[config.mk]
export PLATFORM = sky130hd
export DESIGN_NAME = cthd_sqrt_cell
export DESIGN_NICKNAME = d
export VERILOG_FILES = /design/src/rtl/cthd_pkg.sv /design/src/rtl/cthd_sqrt_cell.sv
export SDC_FILE = /design/constraint.sdc
export NUM_CORES = 1
export LEC_CHECK = 0
export ABC_CLOCK_PERIOD_IN_PS = 14500
export BUFFER_PORTS_ARGS = -buffer_cell sky130_fd_sc_hd__buf_2
export CORE_ASPECT_RATIO = 1.1
export CORE_MARGIN = 1.5
export CORE_UTILIZATION = 60
export DETAILED_ROUTE_END_ITERATION = 6
export GPL_TIMING_DRIVEN = 0
export PLACE_DENSITY = 0.94
export SLEW_MARGIN = 20
export SYNTH_ARGS = -nofsm -noshare
export SYNTH_HDL_FRONTEND = slang
export SYNTH_SLANG_ARGS = --single-unit
[constraint.sdc]
create_clock -name i_clk -period 14.5 [get_ports i_clk]
set_input_delay 1.45 -clock i_clk [delete_from_list [all_inputs] [get_ports i_clk]]
set_output_delay 1.45 -clock i_clk [all_outputs]
set_load 0.01 [all_outputs]
[src/rtl/cthd_pkg.sv]
// Shared constants, widths, the atan table and the pipeline sideband type
// for the tilt-compensated compass heading unit. No dependencies.
package cthd_pkg;

    localparam int ANGLE_FRAC_BITS = 6;
    localparam int CORDIC_STAGES   = 16;
    localparam int CORDIC_N        = (CORDIC_STAGES > 24) ? 24 : CORDIC_STAGES;

    localparam int UNIT_ONE  = 16384;
    localparam int SQW       = 30;      // square root remainder / root width
    localparam int SQ_STEPS  = 15;      // root digits of a 29-bit radicand
    localparam int QW        = 15;      // quotient / remainder width of the divider
    localparam int DIV_STEPS = 15;
    localparam int CW        = 50;      // CORDIC x/y width
    localparam int ZW        = 27;      // CORDIC angle accumulator, degrees in Q16
    localparam int HW        = 15;      // heading output width
    localparam int RND_SH    = 16 - ANGLE_FRAC_BITS;

    localparam logic signed [ZW-1:0] FULL_TURN = ZW'(360 * 65536);
    localparam logic signed [ZW-1:0] HALF_TURN = ZW'(180 * 65536);
    localparam logic signed [ZW-1:0] RND_HALF  = ZW'(1 << (RND_SH - 1));
    localparam logic signed [ZW-1:0] TURN_OUT  = ZW'(360 << ANGLE_FRAC_BITS);
    localparam logic [SQW-1:0]       UNIT_SQ   = SQW'(1 << 28);

    // round(atan(2^-i) in degrees * 2^16)
    function automatic logic signed [ZW-1:0] atan_q16(input int i);
        logic signed [ZW-1:0] a;
        case (i)
            0:       a = ZW'(2949120);
            1:       a = ZW'(1740967);
            2:       a = ZW'(919879);
            3:       a = ZW'(466945);
            4:       a = ZW'(234379);
            5:       a = ZW'(117304);
            6:       a = ZW'(58666);
            7:       a = ZW'(29335);
            8:       a = ZW'(14668);
            9:       a = ZW'(7334);
            10:      a = ZW'(3667);
            11:      a = ZW'(1833);
            12:      a = ZW'(917);
            13:      a = ZW'(458);
            14:      a = ZW'(229);
            15:      a = ZW'(115);
            16:      a = ZW'(57);
            17:      a = ZW'(29);
            18:      a = ZW'(14);
            19:      a = ZW'(7);
            20:      a = ZW'(4);
            21:      a = ZW'(2);
            22:      a = ZW'(1);
            default: a = '0;
        endcase
        return a;
    endfunction

    // Per-beat sideband carried down the pipeline next to the cell chains
    typedef struct packed {
        logic               vld;
        logic               clip;
        logic               big;    // |ay| above cos(pitch)
        logic               cz;     // cos(pitch) is zero
        logic               zp;     // plain vector is zero
        logic               zt;     // horizontal vector is zero
        logic signed [15:0] ay;
        logic signed [15:0] mx;
        logic signed [15:0] my;
        logic signed [15:0] mz;
        logic signed [15:0] sp;
        logic [14:0]        cp;
        logic signed [15:0] sr;
        logic [14:0]        cr;
    } t_side;

endpackage

[src/rtl/cthd_sqrt_cell.sv]
// One digit step of the restoring integer square root.
// Depends on cthd_pkg.
module cthd_sqrt_cell (
    input  logic                    i_clk,
    input  logic                    i_en,
    input  logic [cthd_pkg::SQW-1:0] i_bit,
    input  logic [cthd_pkg::SQW-1:0] i_rem,
    input  logic [cthd_pkg::SQW-1:0] i_root,
    output logic [cthd_pkg::SQW-1:0] o_rem,
    output logic [cthd_pkg::SQW-1:0] o_root
);
    import cthd_pkg::*;

    logic [SQW-1:0] w_trial;
    logic [SQW-1:0] n_rem;
    logic [SQW-1:0] n_root;
    logic [SQW-1:0] r_rem;
    logic [SQW-1:0] r_root;

    always_comb begin
        w_trial = i_root + i_bit;
        if (i_rem >= w_trial) begin
            n_rem  = i_rem - w_trial;
            n_root = (i_root >> 1) + i_bit;
        end else begin
            n_rem  = i_rem;
            n_root = i_root >> 1;
        end
    end

    always_ff @(posedge i_clk) begin
        if (i_en) begin
            r_rem  <= n_rem;
            r_root <= n_root;
        end
    end

    assign o_rem  = r_rem;
    assign o_root = r_root;

endmodule

==> metrics.txt <==
run status=completed; Slew Viols, Final=0; shortest period the worst path allows=6.93 ns; initial antenna violation count=2; Clock Root Buffer=clkbuf_16; Logic pwr share=52.1%; Tcrit/Tclk final=47.8%; sw frac=40.0%; fmax=144 MHz; Pint=0.563 mW; chip height=113 um; gp weighted congestion=0.962; Cell Area, Placed=7540 sq um; hold buffer count at CTS=0; Static Leakage=3.61 nW; Mean Syn Cell Area=8.73 sq um; clock share of power=20.4%; routed vias=6490; die width=103 um; most frequent CP cell=and3_1; overall routing resource usage=30.4%; I/O pins=152; Power Density=120 nW/um^2; layout cell share with drive strength beyond 1=20.2%; Nets=1101; # fillers=807; critical path's largest stage delay=0.55 ns; CTS Buf Count=9; port bufs=151; Fin. Hold Viols=0; CP Data Arrival Time=6.98 ns; VDD IR max=0.0616 mV; total die area=11600 sq um; First-pass DRT Iterations=6; most common cell in the netlist=nand2_1; synth warn=0; top post-synthesis cells by area=edfxtp_1, ha_1, nand2_1, o21ai_0, xor2_1; Area Growth Syn to Fin=18.2%; CP cell instances=buf_2 -> ha_1 -> a211oi_1 -> o21bai_1 -> o2111a_1 -> o311ai_0 -> a2bb2oi_1 -> a21oi_1 -> a21o_1 -> a21oi_1 -> xor2_1 -> ha_1 -> and3_1 -> and3_1 -> and3_1 -> a41o_1 -> nor2_1 -> o211ai_1 -> a211oi_2 -> clkbuf_1 -> o21ai_1; Post-Syn Area=6600 sq um; CTS tree=yes; required time of the critical path=14.55 ns; largest net degree at the start of global routing=61; relative slew slack=49.4%; EDFF count, synth=60; Synth top area share=27.3%; maximum clock path buffer count=2; endpoint type of the worst setup path=flip-flop; postcts setup bufs=0; Cells after Synth=756; slowest CP cell=clkbuf_1; htree depth=3; clock sinks=60; CORE AREA=10500 sq um; drt wl/cell=16.4 um; sequential area share after synthesis=27.3%; Max Cap Viol=0; post_cts resized=0; row cnt=39; Starting Density=62.6%; setup tns final=0 ns; drc violations=0; startpoint types=input pin; Detail Route Antenna Nets=0; Most used DFF post-synth=edfxtp_1; CTS clk-pin slew, worst paths=0.06 ns; dpl hpwl=13600 um; first-pass GRT wire length=27600 um; Flop pwr share=27.4%; largest area contributor in the netlist=edfxtp_1; CP Max Fanout=10; CP Capture Point=o_root[22]$_DFFE_PP_; commonest cells in the netlist=nand2_1, ha_1, o21ai_0; ys async rst share=0%; vias in the first global route=5967; via-per-instance ratio=6.08; worst min path class=in2reg; Synth cell types=58; #FFs+latches synth=60; Sw Pwr=0.376 mW; total wire length=17500 um; unrepaired setup endpoints after global routing=false; pre-CTS setup slack=7.33 ns; final instance area=7800 sq um; final worst slack=7.57 ns; GRT overflow=0; endpoints failing setup=0; Syn Nets=939; Setup crit start=i_bit[1]; CP Class=in2reg; Iter 0 DRT Violations=404; slew at the pin with the worst max-slew slack=0.759 ns
[state kept, by name, indices dropped and copies added, names as in the netlist]
name	flops
o_root	30
o_rem	30
[area by class of cell]
type	instances	area (sq um)	area share, %
Sequential cell	60	1800	23.1
Clock buffer	10	229	2.93
Antenna cell	2	5.00	0.0641
Inverter	18	67.6	0.866
Timing Repair Buffer	151	758	9.72
Clock inverter	6	31.3	0.401
Multi-Input combinational cell	664	4650	59.6
Tap cell	143	179	2.29
Buffer	14	80.1	1.03
[per-stage QoR]
step                      power [mW]  instances  util [%]  hold slack (ns)
after floorplan                0.601        756         -             1.56
after global placement         0.727       1050      71.5             1.75
after detailed placement       0.738       1050      71.5             1.76
after CTS                      0.934       1066      74.0             1.41
after global routing            1.00       1068      74.0             1.43
final                          0.940       1068      74.0             1.41
[layout by cell type, fill, tap and decap left out, types with 5 or more instances in the layout]
| cell type | instances |
|---|---|
| xnor2_1 | 33 |
| nor2_1 | 43 |
| nand2b_1 | 11 |
| and3_1 | 16 |
| o21ai_1 | 11 |
| inv_1 | 18 |
| a21oi_1 | 66 |
| o21a_1 | 10 |
| nand3_1 | 12 |
| nand2_1 | 95 |
| clkbuf_1 | 7 |
| xor2_1 | 40 |
| nor2b_1 | 7 |
| a21o_1 | 36 |
| nor3_1 | 13 |
| edfxtp_1 | 60 |
| buf_4 | 8 |
| clkbuf_16 | 9 |
| o31ai_1 | 10 |
| buf_2 | 151 |
| o21bai_1 | 7 |
| o21ai_0 | 71 |
| a211oi_1 | 14 |
| ha_1 | 88 |
| o211ai_1 | 7 |
| a31oi_1 | 6 |
| mux2_2 | 5 |
| a21boi_0 | 5 |
[worst max-delay path, delay by kind of cell]
family / cells / cell delay [ns]
XOR/XNOR: 1 / 0.26
AO/OA/AOI/OAI: 12 / 3.15
adder cells (fa/ha/maj): 2 / 0.66
AND/OR/NAND/NOR: 4 / 0.78
buffers and inverters: 2 / 0.67
[power by group through the flow]
stage	Combinational (mW)	Clock, mW	Sequential, mW
global placement	0.467	0	0.259
floorplan	0.316	0	0.285
CTS	0.483	0.193	0.258
global route	0.541	0.199	0.263
finish	0.490	0.192	0.258
detailed placement	0.477	0	0.261
[how the worst min path moves through the flow]
| stage | from | endpoint | cells after the start |
|---|---|---|---|
| after floorplan | i_en | o_rem[0]$_DFFE_PP_ | 0 |
| after CTS | i_rem[12] | o_rem[12]$_DFFE_PP_ | 3 |
| final | i_rem[6] | o_rem[6]$_DFFE_PP_ | 3 |
| after global routing | i_rem[12] | o_rem[12]$_DFFE_PP_ | 3 |
| after global placement | i_rem[22] | o_rem[22]$_DFFE_PP_ | 3 |
| after detailed placement | i_rem[18] | o_rem[18]$_DFFE_PP_ | 3 |
[routing by layer]
layer / share of wire [%] / track usage [%]
met1: 43 / 40.2
met2: 46 / 49.3
met3: 8.0 / 3.95
met4: 3.2 / 14.1
met5: 0 / 0
[logic make-up (layout without fill, tap and decap cells)]
family                   count (synthesis)  after routing  synth area share, %
AO/OA/AOI/OAI                          275            275                 26.8
AND/OR/NAND/NOR                        216            216                 14.9
adder cells (fa/ha/maj)                 91             91                 17.6
XOR/XNOR                                73             73                 9.69
flip-flops                              60             60                 27.3
buffers and inverters                   32            199                 2.24
multiplexers                             9              9                 1.46
other                                    0              2                    0
No activity file was read; power rests on OpenSTA's default activity.
