<file path="config.mk">
export PLATFORM = sky130hd
export DESIGN_NAME = cthd_div_cell
export DESIGN_NICKNAME = d
export VERILOG_FILES = /design/src/rtl/cthd_pkg.sv /design/src/rtl/cthd_div_cell.sv
export SDC_FILE = /design/constraint.sdc
export NUM_CORES = 1
export LEC_CHECK = 0
export BUFFER_PORTS_ARGS = -buffer_cell sky130_fd_sc_hd__buf_4
export CORE_MARGIN = 2
export CORE_UTILIZATION = 43
export DETAILED_ROUTE_END_ITERATION = 8
export PLACE_DENSITY = 0.74
export SYNTH_ARGS = -nofsm -noshare
export SYNTH_HDL_FRONTEND = slang
export SYNTH_SLANG_ARGS = --single-unit
export TNS_END_PERCENT = 1
</file>
<file path="constraint.sdc">
create_clock -name i_clk -period 2.44 [get_ports i_clk]
set_clock_uncertainty 0.05 [all_clocks]
set_input_delay 0.244 -clock i_clk [delete_from_list [all_inputs] [get_ports i_clk]]
set_output_delay 0.244 -clock i_clk [all_outputs]
set_load 0.05 [all_outputs]
</file>
<file path="src/rtl/cthd_pkg.sv">
// Shared constants, widths, the atan table and the pipeline sideband type
// for the tilt-compensated compass heading unit. No dependencies.
package cthd_pkg;

    localparam int ANGLE_FRAC_BITS = 6;
    localparam int CORDIC_STAGES   = 16;
    localparam int CORDIC_N        = (CORDIC_STAGES > 24) ? 24 : CORDIC_STAGES;

    localparam int UNIT_ONE  = 16384;
    localparam int SQW       = 30;      // square root remainder / root width
    localparam int SQ_STEPS  = 15;      // root digits of a 29-bit radicand
    localparam int QW        = 15;      // quotient / remainder width of the divider
    localparam int DIV_STEPS = 15;
    localparam int CW        = 50;      // CORDIC x/y width
    localparam int ZW        = 27;      // CORDIC angle accumulator, degrees in Q16
    localparam int HW        = 15;      // heading output width
    localparam int RND_SH    = 16 - ANGLE_FRAC_BITS;

    localparam logic signed [ZW-1:0] FULL_TURN = ZW'(360 * 65536);
    localparam logic signed [ZW-1:0] HALF_TURN = ZW'(180 * 65536);
    localparam logic signed [ZW-1:0] RND_HALF  = ZW'(1 << (RND_SH - 1));
    localparam logic signed [ZW-1:0] TURN_OUT  = ZW'(360 << ANGLE_FRAC_BITS);
    localparam logic [SQW-1:0]       UNIT_SQ   = SQW'(1 << 28);

    // round(atan(2^-i) in degrees * 2^16)
    function automatic logic signed [ZW-1:0] atan_q16(input int i);
        logic signed [ZW-1:0] a;
        case (i)
            0:       a = ZW'(2949120);
            1:       a = ZW'(1740967);
            2:       a = ZW'(919879);
            3:       a = ZW'(466945);
            4:       a = ZW'(234379);
            5:       a = ZW'(117304);
            6:       a = ZW'(58666);
            7:       a = ZW'(29335);
            8:       a = ZW'(14668);
            9:       a = ZW'(7334);
            10:      a = ZW'(3667);
            11:      a = ZW'(1833);
            12:      a = ZW'(917);
            13:      a = ZW'(458);
            14:      a = ZW'(229);
            15:      a = ZW'(115);
            16:      a = ZW'(57);
            17:      a = ZW'(29);
            18:      a = ZW'(14);
            19:      a = ZW'(7);
            20:      a = ZW'(4);
            21:      a = ZW'(2);
            22:      a = ZW'(1);
            default: a = '0;
        endcase
        return a;
    endfunction

    // Per-beat sideband carried down the pipeline next to the cell chains
    typedef struct packed {
        logic               vld;
        logic               clip;
        logic               big;    // |ay| above cos(pitch)
        logic               cz;     // cos(pitch) is zero
        logic               zp;     // plain vector is zero
        logic               zt;     // horizontal vector is zero
        logic signed [15:0] ay;
        logic signed [15:0] mx;
        logic signed [15:0] my;
        logic signed [15:0] mz;
        logic signed [15:0] sp;
        logic [14:0]        cp;
        logic signed [15:0] sr;
        logic [14:0]        cr;
    } t_side;

endpackage

</file>
<file path="src/rtl/cthd_div_cell.sv">
// One quotient bit of the restoring divider used for sin(roll).
// Depends on cthd_pkg.
module cthd_div_cell (
    input  logic                   i_clk,
    input  logic                   i_en,
    input  logic [cthd_pkg::QW-1:0] i_den,
    input  logic [cthd_pkg::QW-1:0] i_rem,
    input  logic [cthd_pkg::QW-1:0] i_num,
    input  logic [cthd_pkg::QW-1:0] i_quo,
    output logic [cthd_pkg::QW-1:0] o_rem,
    output logic [cthd_pkg::QW-1:0] o_num,
    output logic [cthd_pkg::QW-1:0] o_quo
);
    import cthd_pkg::*;

    logic [QW:0]   w_trial;
    logic [QW-1:0] n_rem;
    logic [QW-1:0] n_quo;
    logic [QW-1:0] r_rem;
    logic [QW-1:0] r_num;
    logic [QW-1:0] r_quo;

    always_comb begin
        w_trial = {i_rem, i_num[QW-1]};
        if (w_trial >= {1'b0, i_den}) begin
            n_rem = QW'(w_trial - {1'b0, i_den});
            n_quo = {i_quo[QW-2:0], 1'b1};
        end else begin
            n_rem = w_trial[QW-1:0];
            n_quo = {i_quo[QW-2:0], 1'b0};
        end
    end

    always_ff @(posedge i_clk) begin
        if (i_en) begin
            r_rem <= n_rem;
            r_num <= {i_num[QW-2:0], 1'b0};
            r_quo <= n_quo;
        end
    end

    assign o_rem = r_rem;
    assign o_num = r_num;
    assign o_quo = r_quo;

endmodule

</file>
==> flow_metrics.env <==
export IMPL_die_x_um=78.7
export IMPL_path_class="in2reg"
export IMPL_max_cap_violations=0
export IMPL_path_buf_inv=3
export IMPL_io_buffer_count=104
export IMPL_syn_inst=187
export IMPL_grt_max_degree=45
export IMPL_yosys_area_top_type_share_pct=55.1
export IMPL_status="complete, no violations"
export IMPL_drt_iter0_drc=72
export IMPL_vias=1879
export IMPL_cts_setup_buffers=0
export IMPL_cts_sinks=44
export IMPL_hold_viol=0
export IMPL_syn_area_per_cell_sq_um=12.8
export IMPL_drcViolationCount=0
export IMPL_synth_simple_gate_area_share_pct=7.82
export IMPL_yosys_warnings=0
export IMPL_grt_first_pass_wirelength_mm=8.07
export IMPL_synthXorXnorAreaFrac_pct=3.28
export IMPL_pin_count=107
export IMPL_drt_met1_wl_mm=2.14
export IMPL_async_reset_ff_share_pct=0
export IMPL_relSlewSlack_pct=59.1
export IMPL_die_y_um=78.7
export IMPL_synth_top_area_cell="edfxtp_1"
export IMPL_viasPerCell=4.89
export IMPL_p_per_area_nw_per_um2=672
export IMPL_tightest_slew_ns=0.610
export IMPL_grt_ovfl_total=0
export IMPL_wl_met2_mm=2.59
export IMPL_clockRootBuffer="clkbuf_8"
export IMPL_synthMuxAreaShare_pct=7.82
export IMPL_period_minus_slack_ns=2.29
export IMPL_clkTransAtPathRegs_ns=0.08
export IMPL_start_util_pct=44.1
export IMPL_synth_top_family_by_area="compound AO/OA/AOI/OAI gates"
export IMPL_layout_area_overhead_vs_synth_pct=44.6
export IMPL_synth_compound_area_share_pct=11.8
export IMPL_crit_path_cell_trace="buf_4, inv_1, ha_1, fa_1, nand2b_1, a21oi_2, o221ai_1, o2111ai_1, a311o_1, buf_4, mux2_2"
export IMPL_antenna_found_initial=0
export IMPL_antenna_left=0
export IMPL_yosys_register_bits=44
export IMPL_core_area_sq_um=5440
export IMPL_synth_area_leaders="edfxtp_1, ha_1, mux2_4, inv_1, mux2_2"
export IMPL_tritoncts="built"
export IMPL_slew_violations=0
export IMPL_maxClockFrequency_mhz=436
export IMPL_cts_htree_levels=2
export IMPL_cts_buffers=5
export IMPL_track_usage_pct=16.7
export IMPL_grt_pass1_vias=1777
export IMPL_rsz0062_at_grt="yes"
export IMPL_seq_area_frac_synth_pct=55.1
export IMPL_die_area_sq_um=6190
export IMPL_fin_crit_sh_pct=94.0
export IMPL_holdWs_ns=0.0679
export IMPL_hp_class="in2reg"
export IMPL_critPathMostFrequentCell="buf_4"
export IMPL_critPathTopFamily="compound AO/OA/AOI/OAI gates"
export IMPL_cpMaxStageDelayCell="fa_1"
export IMPL_rows=27
export IMPL_drt_wl_total_mm=5.22
export IMPL_netlist_area_sq_um=2400
export IMPL_highest_signal_layer="met4"
export IMPL_yosysUniqueCellTypes=41
export IMPL_place_gp_congestion=0.817
export IMPL_p_leak_nw=1.57
export IMPL_worstPathMaxFanout=6
export IMPL_detail_route_wl_per_cell_um=13.6
export IMPL_hpwlAfterDp_mm=3.98
export IMPL_cp_arrival_ns=2.30
export IMPL_wl_met3_um=426
export IMPL_nNetsFinal=389
export IMPL_synth_ff_type="edfxtp_1"
export IMPL_n_antenna_cell=0
export IMPL_fin_util_pct=63.8
export IMPL_cp_start_kind="primary input"
export IMPL_syn_num_nets=265
export IMPL_cp_required_ns=2.45
export IMPL_drive_above_1_share_pct=47.4
export IMPL_clockBufferDepth=2
export IMPL_cpPeakStageDelay_ns=0.38
export IMPL_irDropWorstVdd_mv=0.287
export IMPL_drt_pass1_iter_count=4
export IMPL_cp_end_kind="flop"
export IMPL_synth_adder_area_share_pct=8.65
export IMPL_synth_enable_flop_cells=44
export IMPL_finalSetupViolations=0
-- cells by family after synthesis --
family | count (synthesis)
fa+ha+maj | 16
xor+xnor | 9
compound gates | 38
other cells | 1
flops | 44
mux | 15
simple gates | 39
buf+inv | 25
-- area by class of cell --
class,instances,area (sq um)
tap,72,90.1
clock buffer,6,72.6
timing repair buffer,123,927
inverter,19,71.3
sequential,44,1320
fill,439,1970
clock inverter,2,35.0
multi-input combinational,118,953
-- per-layer routing --
metal	vias up	global-route usage (%)
li1	939	-
met1	860	20.1
met2	74	29.7
met3	6	3.86
met4	0	5.09
met5	-	0
-- registers in the layout, indices dropped and copies added, names as in the netlist --
register  flops
o_num        14
o_quo        15
o_rem        15
-- cells in the mapped netlist, drive strengths merged (4+ instances only) --
library cell   n
ha            15
nand3          4
inv           19
buf            4
a21oi          9
edfxtp        44
o21a           4
o21ai          9
nor2           9
mux2          12
nand2         13
xnor2          7
nand2b         4
-- cell usage in the layout, fill, tap and decap left out, types with 2 or more instances in the layout --
master / n
buf_4: 122
a21oi_2: 2
inv_1: 19
o21a_1: 4
ha_1: 15
nand3_1: 4
o311a_1: 2
clkbuf_8: 5
nand2b_1: 4
nand4_1: 3
mux2_2: 6
mux2_4: 6
o21ai_1: 3
a211oi_1: 3
mux2i_1: 3
nor2b_1: 2
nand4b_1: 2
o21ai_0: 6
xnor2_1: 7
nor2_1: 9
xor2_1: 2
edfxtp_1: 44
a21oi_1: 5
nand2_1: 13
a21oi_4: 2
a31oi_1: 2
-- worst paths after layout --
| path | from | endpoint | slack, ns | cells after the start |
|---|---|---|---|---|
| setup / recovery | i_num[14] | o_rem[14] | 0.15 | 11 |
| hold / removal | i_quo[5] | o_quo[6] | 0.07 | 1 |
-- what timing repair did --
item | in CTS | in global routing
setup endpoints to repair | 0 | 5
hold endpoints to repair | 0 | 0
hold buffers | 0 | 0
gates resized for setup | 0 | 1
-- power by group --
group	internal [mW]	leakage (nW)	switching, mW
Combinational	0.340	1.09	0.496
Sequential	0.929	0.431	0.0208
Clock	0.304	0.0552	0.244
-- per-stage QoR --
step	power, mW	setup TNS (ns)	instances	area, sq um	setup WS [ns]
6_report	2.33	0	384	3470	0.148
5_1_grt	2.43	-0.0117	384	3470	-0.0117
4_1_cts	2.35	0	384	3470	0.154
3_5_place_dp	1.80	-1.63	376	3360	-0.158
3_3_place_gp	1.79	-1.10	376	3360	-0.117
2_1_floorplan	1.52	0	187	2400	0.00990
No activity file was read; power rests on OpenSTA's default activity.
